**config.mk**
```make
export PLATFORM = sky130hd
export DESIGN_NAME = hms_up_down_stopwatch_top_flat
export DESIGN_NICKNAME = d
export VERILOG_FILES = /design/src/hw/rtl/hms_pkg.sv /design/src/hw/rtl/hms_if.sv /design/src/hw/rtl/hms_up_down_stopwatch_top.sv /design/src/hw/rtl/hms_core.sv /design/src/hw/rtl/hms_obuf.sv /design/src/flat_wrapper.sv
export SDC_FILE = /design/constraint.sdc
export NUM_CORES = 1
export LEC_CHECK = 0
export ABC_AREA = 1
export BUFFER_PORTS_ARGS = -buffer_cell sky130_fd_sc_hd__buf_4
export CORE_MARGIN = 2
export CORE_UTILIZATION = 35
export DETAILED_ROUTE_END_ITERATION = 16
export REMOVE_ABC_BUFFERS = 1
export SLEW_MARGIN = 20
export SYNTH_ARGS = -nofsm -noshare
export SYNTH_HDL_FRONTEND = slang
export SYNTH_HIERARCHICAL = 1
export SYNTH_SLANG_ARGS = --single-unit
```
**constraint.sdc**
```tcl
create_clock -name clk -period 6.61 [get_ports clk]
set_input_delay 0.3305 -clock clk [delete_from_list [all_inputs] [get_ports clk]]
set_output_delay 0.3305 -clock clk [all_outputs]
set_load 0.01 [all_outputs]
```
**src/hw/rtl/hms_pkg.sv**
```systemverilog
// Package for the hours/minutes/seconds up/down stopwatch.
// Holds the event codes, count limits, result type and the digit split helper.
// No dependencies; every other file of the block uses it.
`default_nettype none

package hms_pkg;

  // Count widths and limits.
  localparam int SEC_W    = 6;
  localparam int MIN_W    = 6;
  localparam int HOUR_W   = 5;
  localparam int OP_W     = 4;
  localparam logic [SEC_W-1:0]  SEC_MAX  = 6'd59;
  localparam logic [MIN_W-1:0]  MIN_MAX  = 6'd59;
  localparam logic [HOUR_W-1:0] HOUR_MAX = 5'd23;

  // Event codes carried by the opcode field.
  typedef enum logic [OP_W-1:0] {
    OP_TICK     = 4'd0,
    OP_CLEAR    = 4'd1,
    OP_PAUSE    = 4'd2,
    OP_RESUME   = 4'd3,
    OP_SET_DIR  = 4'd4,
    OP_HOUR_UP  = 4'd5,
    OP_HOUR_DN  = 4'd6,
    OP_MIN_UP   = 4'd7,
    OP_MIN_DN   = 4'd8,
    OP_SEC_UP   = 4'd9,
    OP_SEC_DN   = 4'd10
  } op_t;

  // Tens and ones digit of a value below 64.
  typedef struct packed {
    logic [2:0] tens;
    logic [3:0] ones;
  } dec2_t;

  // One result item.
  typedef struct packed {
    logic [3:0] sec_ones;
    logic [2:0] sec_tens;
    logic [3:0] min_ones;
    logic [2:0] min_tens;
    logic [3:0] hour_ones;
    logic [1:0] hour_tens;
    logic       running_flag;
    logic       down_flag;
    logic       buzzer;
  } res_t;

  // Splits a count (at most 63) into two decimal digits with a compare chain.
  function automatic dec2_t split_dec(input logic [5:0] v);
    dec2_t      d;
    logic [5:0] base;
    begin
      if (v >= 6'd60) begin
        d.tens = 3'd6;
        base   = 6'd60;
      end else if (v >= 6'd50) begin
        d.tens = 3'd5;
        base   = 6'd50;
      end else if (v >= 6'd40) begin
        d.tens = 3'd4;
        base   = 6'd40;
      end else if (v >= 6'd30) begin
        d.tens = 3'd3;
        base   = 6'd30;
      end else if (v >= 6'd20) begin
        d.tens = 3'd2;
        base   = 6'd20;
      end else if (v >= 6'd10) begin
        d.tens = 3'd1;
        base   = 6'd10;
      end else begin
        d.tens = 3'd0;
        base   = 6'd0;
      end
      d.ones = 4'(v - base);
      return d;
    end
  endfunction

endpackage

`default_nettype wire

```
**src/hw/rtl/hms_if.sv**
```systemverilog
// Channel interfaces of the stopwatch: event input and display result output.
// Depends on hms_pkg for the opcode width.
`default_nettype none

interface hms_in_if;
  logic                    valid;
  logic                    ready;
  logic [hms_pkg::OP_W-1:0] opcode;
  logic                    down_mode;

  modport source (output valid, output opcode, output down_mode, input ready);
  modport sink   (input valid, input opcode, input down_mode, output ready);
endinterface

interface hms_out_if;
  logic       valid;
  logic       ready;
  logic [3:0] sec_ones;
  logic [2:0] sec_tens;
  logic [3:0] min_ones;
  logic [2:0] min_tens;
  logic [3:0] hour_ones;
  logic [1:0] hour_tens;
  logic       running_flag;
  logic       down_flag;
  logic       buzzer;

  modport source (
    output valid, output sec_ones, output sec_tens, output min_ones, output min_tens,
    output hour_ones, output hour_tens, output running_flag, output down_flag,
    output buzzer, input ready
  );
  modport sink (
    input valid, input sec_ones, input sec_tens, input min_ones, input min_tens,
    input hour_ones, input hour_tens, input running_flag, input down_flag,
    input buzzer, output ready
  );
endinterface

`default_nettype wire

```
**src/hw/rtl/hms_up_down_stopwatch_top.sv**
```systemverilog
// Top level of the hours/minutes/seconds up/down stopwatch.
// Depends on hms_pkg, hms_if, hms_core and hms_obuf.
//
// Every event item (tick, clear, pause, resume, direction, or raise/lower of a
// field) produces exactly one result item with the six time digits, the run
// and direction flags and the buzzer. One item is taken per clock cycle while
// in_if.ready is high; when the output buffer is empty its result is valid on
// the cycle after acceptance, otherwise it waits behind the older result. The
// time registers update on acceptance, and a two-entry output buffer lets input
// continue while a result waits, so in_if.ready drops only when both are full.
`default_nettype none

module hms_up_down_stopwatch_top (
  input  wire logic  clk,
  input  wire logic  rst_n,
  hms_in_if.sink     in_if,
  hms_out_if.source  out_if
);
  import hms_pkg::*;

  logic fire;
  logic buf_ready;
  res_t res_nxt;
  res_t out_res;

  assign in_if.ready = buf_ready;
  assign fire        = in_if.valid && buf_ready;

  hms_core u_core (
    .clk       (clk),
    .rst_n     (rst_n),
    .fire      (fire),
    .opcode    (in_if.opcode),
    .down_mode (in_if.down_mode),
    .res_nxt   (res_nxt)
  );

  hms_obuf u_obuf (
    .clk        (clk),
    .rst_n      (rst_n),
    .push       (fire),
    .push_data  (res_nxt),
    .push_ready (buf_ready),
    .pop_valid  (out_if.valid),
    .pop_ready  (out_if.ready),
    .pop_data   (out_res)
  );

  // Unpack the result item onto the output channel.
  assign out_if.sec_ones     = out_res.sec_ones;
  assign out_if.sec_tens     = out_res.sec_tens;
  assign out_if.min_ones     = out_res.min_ones;
  assign out_if.min_tens     = out_res.min_tens;
  assign out_if.hour_ones    = out_res.hour_ones;
  assign out_if.hour_tens    = out_res.hour_tens;
  assign out_if.running_flag = out_res.running_flag;
  assign out_if.down_flag    = out_res.down_flag;
  assign out_if.buzzer       = out_res.buzzer;

endmodule

`default_nettype wire

```
**src/hw/rtl/hms_core.sv**
```systemverilog
// Time and mode registers of the stopwatch with the per-event update logic.
// Depends on hms_pkg; produces the result item that follows each event.
`default_nettype none

module hms_core (
  input  wire logic                     clk,
  input  wire logic                     rst_n,
  input  wire logic                     fire,
  input  wire logic [hms_pkg::OP_W-1:0] opcode,
  input  wire logic                     down_mode,
  output hms_pkg::res_t                 res_nxt
);
  import hms_pkg::*;

  logic [SEC_W-1:0]  sec_r,  sec_nxt;
  logic [MIN_W-1:0]  min_r,  min_nxt;
  logic [HOUR_W-1:0] hour_r, hour_nxt;
  logic              run_r,  run_nxt;
  logic              down_r, down_nxt;

  logic [HOUR_W-1:0] hour_inc;
  logic              sec_wrap;
  logic              min_wrap;
  dec2_t             sec_d, min_d, hour_d;

  assign hour_inc = (hour_r >= HOUR_MAX) ? '0 : hour_r + 1'b1;
  assign sec_wrap = (sec_r >= SEC_MAX);
  assign min_wrap = (min_r >= MIN_MAX);

  // Next state for the event; the carry and borrow chains run from seconds through minutes to hours.
  always_comb begin
    logic do_sec_inc;
    logic do_sec_dec;
    logic do_min_inc;
    logic do_min_dec;
    do_sec_inc = 1'b0;
    do_sec_dec = 1'b0;
    do_min_inc = 1'b0;
    do_min_dec = 1'b0;
    sec_nxt    = sec_r;
    min_nxt    = min_r;
    hour_nxt   = hour_r;
    run_nxt    = run_r;
    down_nxt   = down_r;

    case (op_t'(opcode))
      OP_TICK: begin
        if (run_r) begin
          do_sec_dec = down_r;
          do_sec_inc = !down_r;
        end
      end
      OP_CLEAR: begin
        sec_nxt  = '0;
        min_nxt  = '0;
        hour_nxt = '0;
      end
      OP_PAUSE:   run_nxt  = 1'b0;
      OP_RESUME:  run_nxt  = 1'b1;
      OP_SET_DIR: down_nxt = down_mode;
      OP_HOUR_UP: hour_nxt = hour_inc;
      OP_HOUR_DN: begin
        if (hour_r != '0) hour_nxt = hour_r - 1'b1;
      end
      OP_MIN_UP:  do_min_inc = 1'b1;
      OP_MIN_DN:  do_min_dec = 1'b1;
      OP_SEC_UP:  do_sec_inc = 1'b1;
      OP_SEC_DN:  do_sec_dec = 1'b1;
      default: ;
    endcase

    // Counting up: a second wrap carries into the minutes.
    if (do_sec_inc) begin
      if (sec_wrap) begin
        sec_nxt    = '0;
        do_min_inc = 1'b1;
      end else begin
        sec_nxt = sec_r + 1'b1;
      end
    end
    if (do_min_inc) begin
      if (min_wrap) begin
        min_nxt  = '0;
        hour_nxt = hour_inc;
      end else begin
        min_nxt = min_r + 1'b1;
      end
    end

    // Counting down: borrow from the next higher nonzero field, and hold at zero.
    if (do_sec_dec) begin
      if (sec_r != '0) begin
        sec_nxt = sec_r - 1'b1;
      end else if (min_r != '0) begin
        min_nxt = min_r - 1'b1;
        sec_nxt = SEC_MAX;
      end else if (hour_r != '0) begin
        hour_nxt = hour_r - 1'b1;
        min_nxt  = MIN_MAX;
        sec_nxt  = SEC_MAX;
      end
    end
    if (do_min_dec) begin
      if (min_r != '0) begin
        min_nxt = min_r - 1'b1;
      end else if (hour_r != '0) begin
        hour_nxt = hour_r - 1'b1;
        min_nxt  = MIN_MAX;
      end
    end
  end

  // State registers advance only on an accepted item.
  always_ff @(posedge clk) begin
    if (!rst_n) begin
      sec_r  <= '0;
      min_r  <= '0;
      hour_r <= '0;
      run_r  <= 1'b1;
      down_r <= 1'b0;
    end else if (fire) begin
      sec_r  <= sec_nxt;
      min_r  <= min_nxt;
      hour_r <= hour_nxt;
      run_r  <= run_nxt;
      down_r <= down_nxt;
    end
  end

  // Result item built from the updated state.
  assign sec_d  = split_dec(sec_nxt);
  assign min_d  = split_dec(min_nxt);
  assign hour_d = split_dec({1'b0, hour_nxt});

  always_comb begin
    res_nxt.sec_ones     = sec_d.ones;
    res_nxt.sec_tens     = sec_d.tens;
    res_nxt.min_ones     = min_d.ones;
    res_nxt.min_tens     = min_d.tens;
    res_nxt.hour_ones    = hour_d.ones;
    res_nxt.hour_tens    = hour_d.tens[1:0];
    res_nxt.running_flag = run_nxt;
    res_nxt.down_flag    = down_nxt;
    res_nxt.buzzer       = down_nxt && (sec_nxt == '0) && (min_nxt == '0) && (hour_nxt == '0);
  end

endmodule

`default_nettype wire

```
**src/hw/rtl/hms_obuf.sv**
```systemverilog
// Two-entry result buffer (output register plus skid register) of the stopwatch.
// Depends on hms_pkg for the result type.
`default_nettype none

module hms_obuf (
  input  wire logic   clk,
  input  wire logic   rst_n,
  input  wire logic   push,
  input  wire hms_pkg::res_t push_data,
  output logic        push_ready,
  output logic        pop_valid,
  input  wire logic   pop_ready,
  output hms_pkg::res_t pop_data
);
  import hms_pkg::*;

  res_t main_r;
  res_t skid_r;
  logic main_v_r;
  logic skid_v_r;
  logic pop;

  assign pop        = main_v_r && pop_ready;
  assign push_ready = !skid_v_r;
  assign pop_valid  = main_v_r;
  assign pop_data   = main_r;

  // Valid flags: the skid entry fills only when the main entry is held.
  always_ff @(posedge clk) begin
    if (!rst_n) begin
      main_v_r <= 1'b0;
      skid_v_r <= 1'b0;
    end else if (skid_v_r) begin
      if (pop) skid_v_r <= 1'b0;
    end else if (push) begin
      if (main_v_r && !pop) begin
        skid_v_r <= 1'b1;
      end else begin
        main_v_r <= 1'b1;
      end
    end else if (pop) begin
      main_v_r <= 1'b0;
    end
  end

  // Payload registers.
  always_ff @(posedge clk) begin
    if (skid_v_r) begin
      if (pop) main_r <= skid_r;
    end else if (push) begin
      if (main_v_r && !pop) begin
        skid_r <= push_data;
      end else begin
        main_r <= push_data;
      end
    end
  end

endmodule

`default_nettype wire

```
**src/flat_wrapper.sv**
```systemverilog
// flat-port wrapper written by rule: the top's interface ports become plain ports
module hms_up_down_stopwatch_top_flat import hms_pkg::*;
  (clk, rst_n, in_if_valid, in_if_opcode, in_if_down_mode, in_if_ready, out_if_valid, out_if_sec_ones, out_if_sec_tens, out_if_min_ones, out_if_min_tens, out_if_hour_ones, out_if_hour_tens, out_if_running_flag, out_if_down_flag, out_if_buzzer, out_if_ready);
  hms_in_if in_if_i ();
  hms_out_if out_if_i ();
  input  wire logic clk;
  input  wire logic rst_n;
  input wire logic [$bits(in_if_i.valid)-1:0] in_if_valid;
  input wire logic [$bits(in_if_i.opcode)-1:0] in_if_opcode;
  input wire logic [$bits(in_if_i.down_mode)-1:0] in_if_down_mode;
  output wire logic [$bits(in_if_i.ready)-1:0] in_if_ready;
  output wire logic [$bits(out_if_i.valid)-1:0] out_if_valid;
  output wire logic [$bits(out_if_i.sec_ones)-1:0] out_if_sec_ones;
  output wire logic [$bits(out_if_i.sec_tens)-1:0] out_if_sec_tens;
  output wire logic [$bits(out_if_i.min_ones)-1:0] out_if_min_ones;
  output wire logic [$bits(out_if_i.min_tens)-1:0] out_if_min_tens;
  output wire logic [$bits(out_if_i.hour_ones)-1:0] out_if_hour_ones;
  output wire logic [$bits(out_if_i.hour_tens)-1:0] out_if_hour_tens;
  output wire logic [$bits(out_if_i.running_flag)-1:0] out_if_running_flag;
  output wire logic [$bits(out_if_i.down_flag)-1:0] out_if_down_flag;
  output wire logic [$bits(out_if_i.buzzer)-1:0] out_if_buzzer;
  input wire logic [$bits(out_if_i.ready)-1:0] out_if_ready;
  assign in_if_i.valid = in_if_valid;
  assign in_if_i.opcode = in_if_opcode;
  assign in_if_i.down_mode = in_if_down_mode;
  assign in_if_ready = in_if_i.ready;
  assign out_if_valid = out_if_i.valid;
  assign out_if_sec_ones = out_if_i.sec_ones;
  assign out_if_sec_tens = out_if_i.sec_tens;
  assign out_if_min_ones = out_if_i.min_ones;
  assign out_if_min_tens = out_if_i.min_tens;
  assign out_if_hour_ones = out_if_i.hour_ones;
  assign out_if_hour_tens = out_if_i.hour_tens;
  assign out_if_running_flag = out_if_i.running_flag;
  assign out_if_down_flag = out_if_i.down_flag;
  assign out_if_buzzer = out_if_i.buzzer;
  assign out_if_i.ready = out_if_ready;
  hms_up_down_stopwatch_top u_core (.clk(clk), .rst_n(rst_n), .in_if(in_if_i), .out_if(out_if_i));
endmodule
```
==> results.toml <==
[routing]
dr_wl_met2_mm = 5.06
first_pass_iters = 5
drc_errors = 0
postRouteWirelength_mm = 10.9
routed_via_density = 4.78
wl_met1_mm = 5.32
dr_wl_met3_um = 456
ant_nets = 0
vias = 3976
first_iter_violations = 225
top_layer_used = "met4"
post_drt_wl_per_cell_um = 13.2

[yosys]
ys_seq_area_share_pct = 39.5
synthMuxAreaShare_pct = 0
synth_seq_cells = 67
synth-compound-area-share_pct = 9.09
synth_top_family_by_area = "simple AND/OR/NAND/NOR gates"
syn_inst = 625
yosys.area_share.simple_pct = 35.4
ys_warn_count = 6
syn_area_mm2 = 0.00456
ys_types = 37
postSynthAreaPerCell_um2 = 7.29
synth_adder_area_share_pct = 4.06
synthXorXnorAreaFrac_pct = 1.15

[die]
io_pins = 34
coreArea_mm2 = 0.0127
initial_core_util_pct = 36.0
die-height_um = 118
fp.dieArea_mm2 = 0.0139
num_rows = 41
die_x_um = 118

[clock_network]
cts.clk_slew.worst_paths_ns = 0.06
clk_latency_ns = 0.33
cts_resized = 0
cts.sinks = 67
tritoncts = "built"
cts.path.max_buffers = 2
cts_made_buffers = 9
ctsHoldBuffers = 0
post-cts-setup-buffer-count = 0
htree_levels = 3
cts-root-buf = "clkbuf_16"

[timing]
holdWs_ns = 0.297
finalCriticalPeriod_ns = 3.62
setup_viol = 0
fin_crit_sh_pct = 54.8
hold_viol_final = 0
skew_ns = 0.0104
fmax_ghz = 0.276
tightestPinTransition_ns = 0.963
max_slew_margin_pct = 35.8
tns_ns = 0
drv_slew = 0
rsz0062_at_grt = "false"

[worst_setup_path]
critPathMaxStageDelay_ns = 0.37
worstPathRequired_ns = 6.69
path_class = "register to register"
critPathLaunchType = "register"
endpoint_kind = "register"
arrival_ns = 3.70
critPathMostFrequentCell = "nand2_1"
path_max_fanout = 9
cp_slowest_cell = "fa_1"
path_buf_inv = 4
critical_path.top_delay_family = "simple AND/OR/NAND/NOR gates"

[grt]
grt-ovfl-total = 0
grtUsageTotal_pct = 16.1
grt_pass1_vias = 3764
antenna_found_initial = 0
grt_max_degree = 28
grt_first_pass_wirelength_mm = 18.1

[final_layout]
diodes = 0
syn2layout_area_growth_pct = 13.5
utilization_pct = 40.8
nNetsFinal = 676
drive_above_1_share_pct = 17.5

[power]
irDropWorstVdd_mv = 0.0934
leakagePower_uw = 0.00251
power.total_uw = 1320
p_per_area_mw_per_mm2 = 256

[place]
globalplace.congestion = 0.930
io_buffers = 33
dpl.hpwl_mm = 8.21

[worst_hold_path]
hold_class = "input port to register"

[run_status]
status = "completed"

[job]
drv_cap = 0
## cells in the mapped netlist
| cell | number | area share (%) |
|---|---|---|
| nand2_2 | 23 | 3.2 |
| buf_6 | 4 | 0.99 |
| clkbuf_1 | 4 | 0.33 |
| inv_2 | 14 | 1.2 |
| a21oi_2 | 2 | 0.38 |
| nor3_1 | 3 | 0.33 |
| o22ai_1 | 1 | 0.14 |
| xnor2_1 | 1 | 0.19 |
| nor2_4 | 2 | 0.49 |
| a21oi_1 | 30 | 3.3 |
| fa_1 | 3 | 1.3 |
| dfxtp_1 | 21 | 9.2 |
| nand4_1 | 17 | 2.3 |
| or2_2 | 3 | 0.41 |
| edfxtp_1 | 46 | 30 |
| inv_8 | 1 | 0.25 |
| ha_1 | 10 | 2.7 |
| xor2_1 | 5 | 0.96 |
| o21ai_2 | 2 | 0.38 |
| buf_4 | 6 | 0.99 |
| o22ai_2 | 2 | 0.55 |
| buf_8 | 1 | 0.33 |
| nand4_2 | 1 | 0.27 |
| a21boi_2 | 1 | 0.25 |
| o21ai_1 | 5 | 0.55 |
| o21ai_0 | 26 | 2.9 |
| buf_2 | 2 | 0.22 |
| inv_1 | 79 | 6.5 |
| nand2_4 | 3 | 0.74 |
| o32ai_1 | 1 | 0.19 |
| nand3_1 | 52 | 5.7 |
| o211ai_1 | 3 | 0.49 |
| nor2_1 | 40 | 3.3 |
| nor2_2 | 6 | 0.82 |
| nand2_1 | 197 | 16 |
| nand3b_1 | 3 | 0.49 |
| nand3_2 | 5 | 1.1 |
## sequential cells by signal, summed over array words and instances (netlist names)
register	cells
u_core/u_obuf/pop_data	23
u_core/u_obuf/skid_r	23
u_core/u_core/min_r	6
u_core/u_core/sec_r	6
u_core/u_core/hour_r	5
u_core/u_core/down_r	1
u_core/u_core/run_r	1
u_core/u_obuf/pop_valid	1
u_core/u_obuf/skid_v_r	1
## cell families after synthesis
family                   Yosys count
flip-flops                        67
adder cells (fa/ha/maj)           13
AND/OR/NAND/NOR                  355
buffers and inverters            111
XOR/XNOR                           6
AO/OA/AOI/OAI                     73
## stage by stage
step / cell area (um^2) / instances / worst slack [ns]
2_1_floorplan: 4430 / 608 / 3.47
3_3_place_gp: 4910 / 815 / 3.11
3_5_place_dp: 4910 / 815 / 3.00
4_1_cts: 5170 / 831 / 2.97
5_1_grt: 5170 / 831 / 2.65
6_report: 5170 / 831 / 2.99
## report_power, final
part	internal (uW)	total (uW)	switching, uW
Combinational	131	364	234
Clock	252	423	171
Sequential	512	536	24.5
## placed cells by master (no fill, tap or decap), drive strengths merged
| cell type | instances |
|---|---|
| a21oi | 32 |
| nor3 | 3 |
| ha | 10 |
| o211ai | 3 |
| clkbuf | 11 |
| or2 | 3 |
| xnor2 | 1 |
| o21ai | 33 |
| nand4 | 18 |
| nand3b | 3 |
| nand3 | 57 |
| nand2 | 223 |
| xor2 | 5 |
| o22ai | 3 |
| inv | 94 |
| clkinvlp | 2 |
| buf | 35 |
| a21boi | 1 |
| clkinv | 3 |
| dfxtp | 21 |
| nor2 | 48 |
| o32ai | 1 |
| fa | 3 |
| edfxtp | 46 |
## routing by layer
metal  up-vias  global-route usage, %
met5         -                      0
met4         0                   5.12
met3        10                   3.25
met2        89                   25.8
met1      1802                   21.8
li1       2075                      -
## worst reg2reg max path, stage by stage, from the launching register on
cell     delay, ns
dfxtp_1       0.35
inv_1         0.17
ha_1          0.23
nand3_1       0.12
nor2_2        0.26
nand2_4       0.13
nand2_4       0.12
nand2_1       0.08
nand3_1       0.11
nand2_2       0.12
nor2_1        0.12
nand3_1       0.07
nand2_1       0.08
inv_2         0.03
nand2_2       0.07
nand2_1       0.06
nand2_1       0.10
ha_1          0.16
inv_1         0.05
fa_1          0.37
xor2_1        0.23
nand3_1       0.10
nand2_1       0.07
inv_1         0.04
nand2_1       0.06
nand2_1       0.05
## final timing paths
| path | start | to | slack, ns | cells after the start |
|---|---|---|---|---|
| max | u_core/u_core/sec_r[0] | u_core/u_obuf/pop_data[15] | 2.99 | 25 |
| min | out_if_ready | u_core/u_obuf/skid_v_r | 0.30 | 4 |
| max reg2reg | u_core/u_core/sec_r[0] | u_core/u_obuf/pop_data[15] | 2.99 | 25 |
| min reg2reg | u_core/u_obuf/skid_r[13] | u_core/u_obuf/pop_data[13] | 0.51 | 2 |
## area by class of cell
| class | instances | area (um^2) |
|---|---|---|
| timing repair buffer | 35 | 263 |
| sequential | 67 | 1800 |
| inverter | 94 | 360 |
| clock inverter | 5 | 30.0 |
| clock buffer | 11 | 233 |
| fill | 1307 | 7500 |
| multi-input combinational | 447 | 2270 |
| tap | 172 | 215 |
Power figures use the tool's default switching activity.
